==> src/sfcr_pkg.sv <==
// Shared types, register codes and helpers of the spherical fold block.
`timescale 1ns / 1ps
`default_nettype none
package sfcr_pkg;

    localparam int CFG_DATA_W  = 48;
    localparam int CFG_IDX_W   = 3;
    localparam int FACTOR_W    = 40;
    localparam int DIV_STEPS   = FACTOR_W;
    localparam int QMAG_W      = 39;
    localparam int DE1_W       = 41;

    localparam logic [CFG_IDX_W-1:0] REG_HALF_HEIGHT   = 3'd0;
    localparam logic [CFG_IDX_W-1:0] REG_CAP_SCALE     = 3'd1;
    localparam logic [CFG_IDX_W-1:0] REG_POINT_SCALE   = 3'd2;
    localparam logic [CFG_IDX_W-1:0] REG_INNER_RADIUS  = 3'd3;
    localparam logic [CFG_IDX_W-1:0] REG_OUTER_RADIUS  = 3'd4;
    localparam logic [CFG_IDX_W-1:0] REG_INNER_FACTOR  = 3'd5;
    localparam logic [CFG_IDX_W-1:0] REG_CENTER_OFFSET = 3'd6;

    localparam logic [1:0] FOLD_NONE   = 2'd0;
    localparam logic [1:0] FOLD_INNER  = 2'd1;
    localparam logic [1:0] FOLD_INVERT = 2'd2;

    localparam logic [FACTOR_W-1:0] FACTOR_ONE = 40'h00_0100_0000;
    localparam logic [DE1_W-1:0]    DE_ONE     = 41'h000_0001_0000;

    typedef struct packed {
        logic [31:0] px_in;
        logic [31:0] py_in;
        logic [31:0] pz_in;
        logic [31:0] de_in;
        logic        cylinder_mode;
    } t_in_item;

    typedef struct packed {
        logic [31:0] px_out;
        logic [31:0] py_out;
        logic [31:0] pz_out;
        logic [31:0] de_out;
        logic [1:0]  fold_kind;
    } t_out_item;

    typedef struct packed {
        logic [31:0]      half_height;
        logic [31:0]      cap_scale;
        logic [31:0]      point_scale;
        logic [30:0]      inner_radius_sq;
        logic [30:0]      outer_radius_sq;
        logic [30:0]      inner_factor;
        logic [2:0][15:0] offset;
    } t_cfg;

    // item state between radius front end, divider steps and fold back end
    typedef struct packed {
        logic [1:0]              kind;
        logic                    sat;
        logic [30:0]             d;
        logic [30:0]             rem;
        logic [15:0]             num;
        logic [FACTOR_W-1:0]     quo;
        logic [2:0]              q_neg;
        logic [2:0][QMAG_W-1:0]  q_mag;
        logic [DE1_W-1:0]        de1;
    } t_mid;

    function automatic logic [31:0] f_mag32(logic [31:0] v);
        f_mag32 = v[31] ? (~v + 32'd1) : v;
    endfunction

    // Q4.12 offset widened to Q8.24, 33 bits signed
    function automatic logic [32:0] f_off33(logic [15:0] o);
        f_off33 = {{5{o[15]}}, o, 12'b0};
    endfunction

endpackage
`default_nettype wire

==> src/sfcr_div_step.sv <==
// One restoring division step of the inversion factor, one quotient bit.
`timescale 1ns / 1ps
`default_nettype none
module sfcr_div_step (
    input  logic           i_clk,
    input  logic           i_rst_n,
    input  logic           i_en,
    input  logic           i_valid,
    input  sfcr_pkg::t_mid i_mid,
    output logic           o_valid,
    output sfcr_pkg::t_mid o_mid
);

    logic [31:0]    w_rem2;
    logic [31:0]    w_diff;
    logic           w_ge;
    sfcr_pkg::t_mid n_mid;

    assign w_rem2 = {i_mid.rem, i_mid.num[15]};
    assign w_diff = w_rem2 - {1'b0, i_mid.d};
    assign w_ge   = w_rem2 >= {1'b0, i_mid.d};

    always_comb begin
        n_mid     = i_mid;
        n_mid.rem = w_ge ? w_diff[30:0] : w_rem2[30:0];
        n_mid.num = {i_mid.num[14:0], 1'b0};
        n_mid.quo = {i_mid.quo[sfcr_pkg::FACTOR_W-2:0], w_ge};
    end

    always_ff @(posedge i_clk) begin
        if (i_en) begin
            o_mid <= n_mid;
        end
    end

    always_ff @(posedge i_clk) begin
        if (!i_rst_n) begin
            o_valid <= 1'b0;
        end else if (i_en) begin
            o_valid <= i_valid;
        end
    end

endmodule
`default_nettype wire

==> config.mk <==
export PLATFORM = sky130hd
export DESIGN_NAME = sfcr_div_step
export DESIGN_NICKNAME = d
export VERILOG_FILES = /design/src/sfcr_pkg.sv /design/src/sfcr_div_step.sv
export SDC_FILE = /design/constraint.sdc
export NUM_CORES = 1
export LEC_CHECK = 0
export BUFFER_PORTS_ARGS = -buffer_cell sky130_fd_sc_hd__buf_2
export CAP_MARGIN = 10
export CORE_AREA = 2 2 218 220
export DETAILED_ROUTE_END_ITERATION = 10
export DIE_AREA = 0 0 220 222
export GPL_TIMING_DRIVEN = 0
export PLACE_DENSITY = 0.56
export SYNTH_ARGS = -nofsm -noshare
export SYNTH_HDL_FRONTEND = slang
export SYNTH_SLANG_ARGS = --single-unit
==> constraint.sdc <==
create_clock -name i_clk -period 7 [get_ports i_clk]
set_input_delay 1.05 -clock i_clk [delete_from_list [all_inputs] [get_ports i_clk]]
set_output_delay 1.05 -clock i_clk [all_outputs]
set_load 0.05 [all_outputs]
Word-level counts from Yosys, hierarchy flattened --
Cells that the tools add are included.
Word-level totals: flip-flop bits (word level) 282, word-level logic and storage cells 15, input bits 286, output and inout port bits 283
Operators by class: order comparisons 1, $add $sub $neg 1, mux-type cells 1
Operators by type and width (number):
- $ge A32 B31 Y1 | 1
- $mux W31 | 1
- $sub A31 B31 Y31 | 1

Depth between registers and ports, before layout --
word-level depth 2, mapped depth 13, mapped depth without buffers 12

Worst setup path after synthesis --
OpenSTA, ideal clock, no wires.
kind input port to flip-flop, from in i_mid[216] (netlist name), to reg o_mid[244] (netlist name), data pin, setup slack 3574 ps, data arrival time 3168 ps, stages on the path 12, data required time 6742 ps, buffers on the path 1, setup time 258 ps, cells stage by stage inv_1 ha_1 fa_1 nor2b_1 o31ai_1 a21oi_1 o21ai_0 a211oi_1 nor2_2 buf_6 a2111o_1 o221a_2
RTL lines:
- start: declaration | line sfcr_div_step.sv:9 | input sfcr_pkg::t_mid i_mid,
- end signal: assignment | line sfcr_div_step.sv:32 | o_mid <= n_mid;
- end: declaration | line sfcr_div_step.sv:11 | output sfcr_pkg::t_mid o_mid

==> summary.txt <==
Clock network
  – CTS tree: done
  – CTS resizes: 0
  – CTS Buf Count: 36
  – Clk_lat worst skew: around 0.53 ns
  – Reg clk slew, reported paths: 0.06 ns
  – Root Driver: clkbuf_16
  – CTS Hold Buffers Added: 0
  – Setup Fix Bufs, Post-CTS: 0
  – Clock tree buffer depth: 3
  – Max H-tree Level: 2
  – CTS Sinks: 282

Final layout
  – Area Overhead vs Synth: 45.1%
  – Commonest non-fill, non-tap cell in the layout: buf_2
  – Final Non-Filler Cells: roughly 1900
  – Share of post-route cells with drive strength above 1: 50.3%
  – Commonest non-fill, non-tap cells in the layout: buf_2 (570), edfxtp_1 (281), nand2_1 (52)
  – Fin util: roughly a third
  – Fill cell count: 4646
  – Nets: 1553

Yosys
  – Post-synth EDFFs: 281
  – Yosys warns: 0
  – Unique cell type count in the Yosys netlist: 55
  – Mean post-synth cell area: 16.9 um2
  – Sequential area share after synthesis: 79.6%
  – Yosys reg bits: 282
  – Synth Flop Type: edfxtp_1
  – Synth Cell Area: 0.0106 mm2
  – Gate Count Post-Synth: 629
  – Mapped Nets: 947
  – Fraction of registers with async set or reset after synthesis: 0%

GRT
  – Global-route wire length before repair: 54500 um
  – GRT met1 Usage: 16.3%
  – GR Layer Usage met3: 6.13%
  – Largest net degree at the start of global routing: 129
  – Most Crowded Layer GR: met2
  – Vias in the first global route: 7921
  – Initial antenna violation count: 19
  – M2 GR Usage: between 20% and 30%
  – Tot GR Track Use: 15.5%
  – Total congestion overflow: 0

Setup path
  – Worst path arrival time: 3.72 ns
  – Kind of critical path: in -> reg
  – Largest fanout on the critical path: 6
  – CP Cell Sequence: buf_2 -> inv_1 -> ha_1 -> nand4_1 -> o22ai_1 -> a32oi_2 -> o31ai_1 -> a221o_1 -> a21oi_1 -> o221a_2
  – Slowest CP cell: o31ai_1
  – CP max stage delay: 0.68 ns
  – Worst EP required: 7.28 ns
  – Startpoint Class: input port
  – Crit. End Element: flip-flop

Die
  – Die X: 220 um
  – Die Ht: 222 um
  – Core Rows: between 70 and 80
  – Die area: roughly 0.049 mm2
  – # IOs: ~570
  – Initial Utilization: ~23%
  – CORE AREA: about 0.046 mm2

Place
  – Final Wtd Congestion: 0.872
  – Post-DP HPWL: 31700 um
  – DP Cell Count: 1804
  – PortBufs: 566

STA
  – Rel. slew slack: 51.5%
  – Setup TNS: 0 ns
  – Final Hold Slack: between 0.5 and 0.6 ns
  – Final Max Tran Viols: 0
  – Final Setup Violations: 0
  – RSZ-0062 raised after global routing: false
  – Post-route clock period utilization: 49.2%
  – Fin Clk Skew: 0 ns
  – Min Tclk post-route: 3.44 ns
  – Worst Max-Slew Pin Slew: 0.722 ns
  – Max Fclk: just under 300 MHz
  – Final Hold Viols: 0

Flow run
  – Max Cap Viol: 0

Power and ir drop
  – Worst vdd ir: 187 uV
  – Switching pwr: 1.55 mW
  – Int Pwr: 3.30 mW
  – Sequential Power Share: 42.6%
  – Combinational cell fraction of total power: 21.3%
  – P per Cell Area: 314 mW/mm2
  – Leakage power: 6.63 nW
  – Clock power share: 36.1%
  – Sw Share: 32.0%

Route
  – Via count: just under 8000
  – Drt wl/cell: 21.3 um
  – Vias per cell: roughly 4.2
  – Drt first pass iters: 4
  – Initial DRC Count: 475
  – Post-DRT Antenna Nets: 0
  – Routed WL: 40000 um
  – DRC viols: 0

Worst hold path
  – Worst min path class: reg -> reg

Outcome
  – Status: finished clean
[per-stage QoR]
stage / worst slack (ns) / power (mW) / cell area (um2)
4_1_cts: 3.52 / 4.94 / 15400
2_1_floorplan: 3.57 / 2.79 / 10600
6_report: 3.56 / 4.85 / 15400
5_1_grt: 3.26 / 5.05 / 15400
3_3_place_gp: 0.697 / 3.15 / 14200
3_5_place_dp: 2.95 / 3.15 / 14300
[synth_stat cells (2+ instances only)]
master    instances  area, um2
o21a_1            2       15.0
nand2b_1          5       31.3
nand2_1          52        195
and2_1            4       25.0
inv_1            43        161
a311oi_1          2       17.5
o311a_1           2       20.0
nor2b_1           5       31.3
buf_2             5       25.0
clkbuf_1          6       22.5
nor3_1            4       20.0
buf_4             4       30.0
nor2_1           15       56.3
nor4b_1           2       17.5
o21ai_0          41        205
nand4_1           5       31.3
a221oi_1          2       17.5
nand3_1           4       20.0
a21o_1            6       45.0
o31ai_1           5       37.5
xnor2_1          12        105
o211ai_1          2       15.0
a211oi_1          7       52.6
edfxtp_1        281       8440
ha_1             31        388
o21bai_1          5       37.5
xor2_1           11       96.3
and3_1            4       25.0
or3_1             2       12.5
a31o_2            2       17.5
a21oi_1          34        170
[final timing paths]
| kind | depth (start not counted) | slack, ns | from | endpoint |
|---|---|---|---|---|
| worst min register to register | 2 | 0.56 | o_valid | o_valid |
| worst max register to register | 2 | 6.36 | o_valid | o_valid |
| worst max-delay path | 10 | 3.56 | i_mid[251] | o_mid[244] |
| worst min-delay path | 2 | 0.56 | o_valid | o_valid |
[cell families (layout without fill, tap and decap cells)]
kind of cell             after synthesis  after routing  share of synthesized area (%)
AO/OA/AOI/OAI                        124            124                           7.46
XOR/XNOR                              23             23                           1.89
adder cells (fa/ha/maj)               32             32                           3.84
buffers and inverters                 60            693                           2.41
flip-flops                           282            282                           79.6
multiplexers                           2              2                          0.235
other                                  1              9                         0.0353
AND/OR/NAND/NOR                      105            105                           4.57
[state kept, by name (all words and copies together), names as in the netlist]
| signal | cells |
|---|---|
| o_valid | 1 |
| o_mid | 281 |
[power groups by stage]
| stage | registers (mW) | clock network (mW) | logic [mW] |
|---|---|---|---|
| 4_1_cts | 2.07 | 1.82 | 1.05 |
| 3_3_place_gp | 2.11 | 0 | 1.04 |
| 6_report | 2.07 | 1.75 | 1.03 |
| 2_1_floorplan | 2.62 | 0 | 0.166 |
| 3_5_place_dp | 2.10 | 0 | 1.05 |
| 5_1_grt | 2.08 | 1.88 | 1.08 |
[per-layer routing]
| metal | up-vias | wire length, um |
|---|---|---|
| li1 | 3626 | - |
| met1 | 3761 | 14000 |
| met2 | 364 | 20700 |
| met3 | 80 | 4060 |
| met4 | 20 | 1070 |
| met5 | - | 123 |
[cell type report]
cell class              instances  area, um2  area share, %
multi-input cells             287       1920           12.4
well taps                     607        759           4.92
plain buffers                  16       88.8          0.576
clock inverters                19        140          0.908
repair buffers                568       2900           18.8
flip-flops and latches        282       8460           54.8
diodes                          8       20.0          0.130
clock buffers                  46        981           6.36
inverters                      44        168           1.09
[critical path: cells and delay by family]
| kind | cells | cell delay [ns] |
|---|---|---|
| AOI/OAI and AO/OA | 6 | 1.95 |
| adders and majority gates | 1 | 0.38 |
| and+or+nand+nor | 1 | 0.19 |
| buffers and inverters | 2 | 0.14 |
No activity file was read; power rests on OpenSTA's default activity.
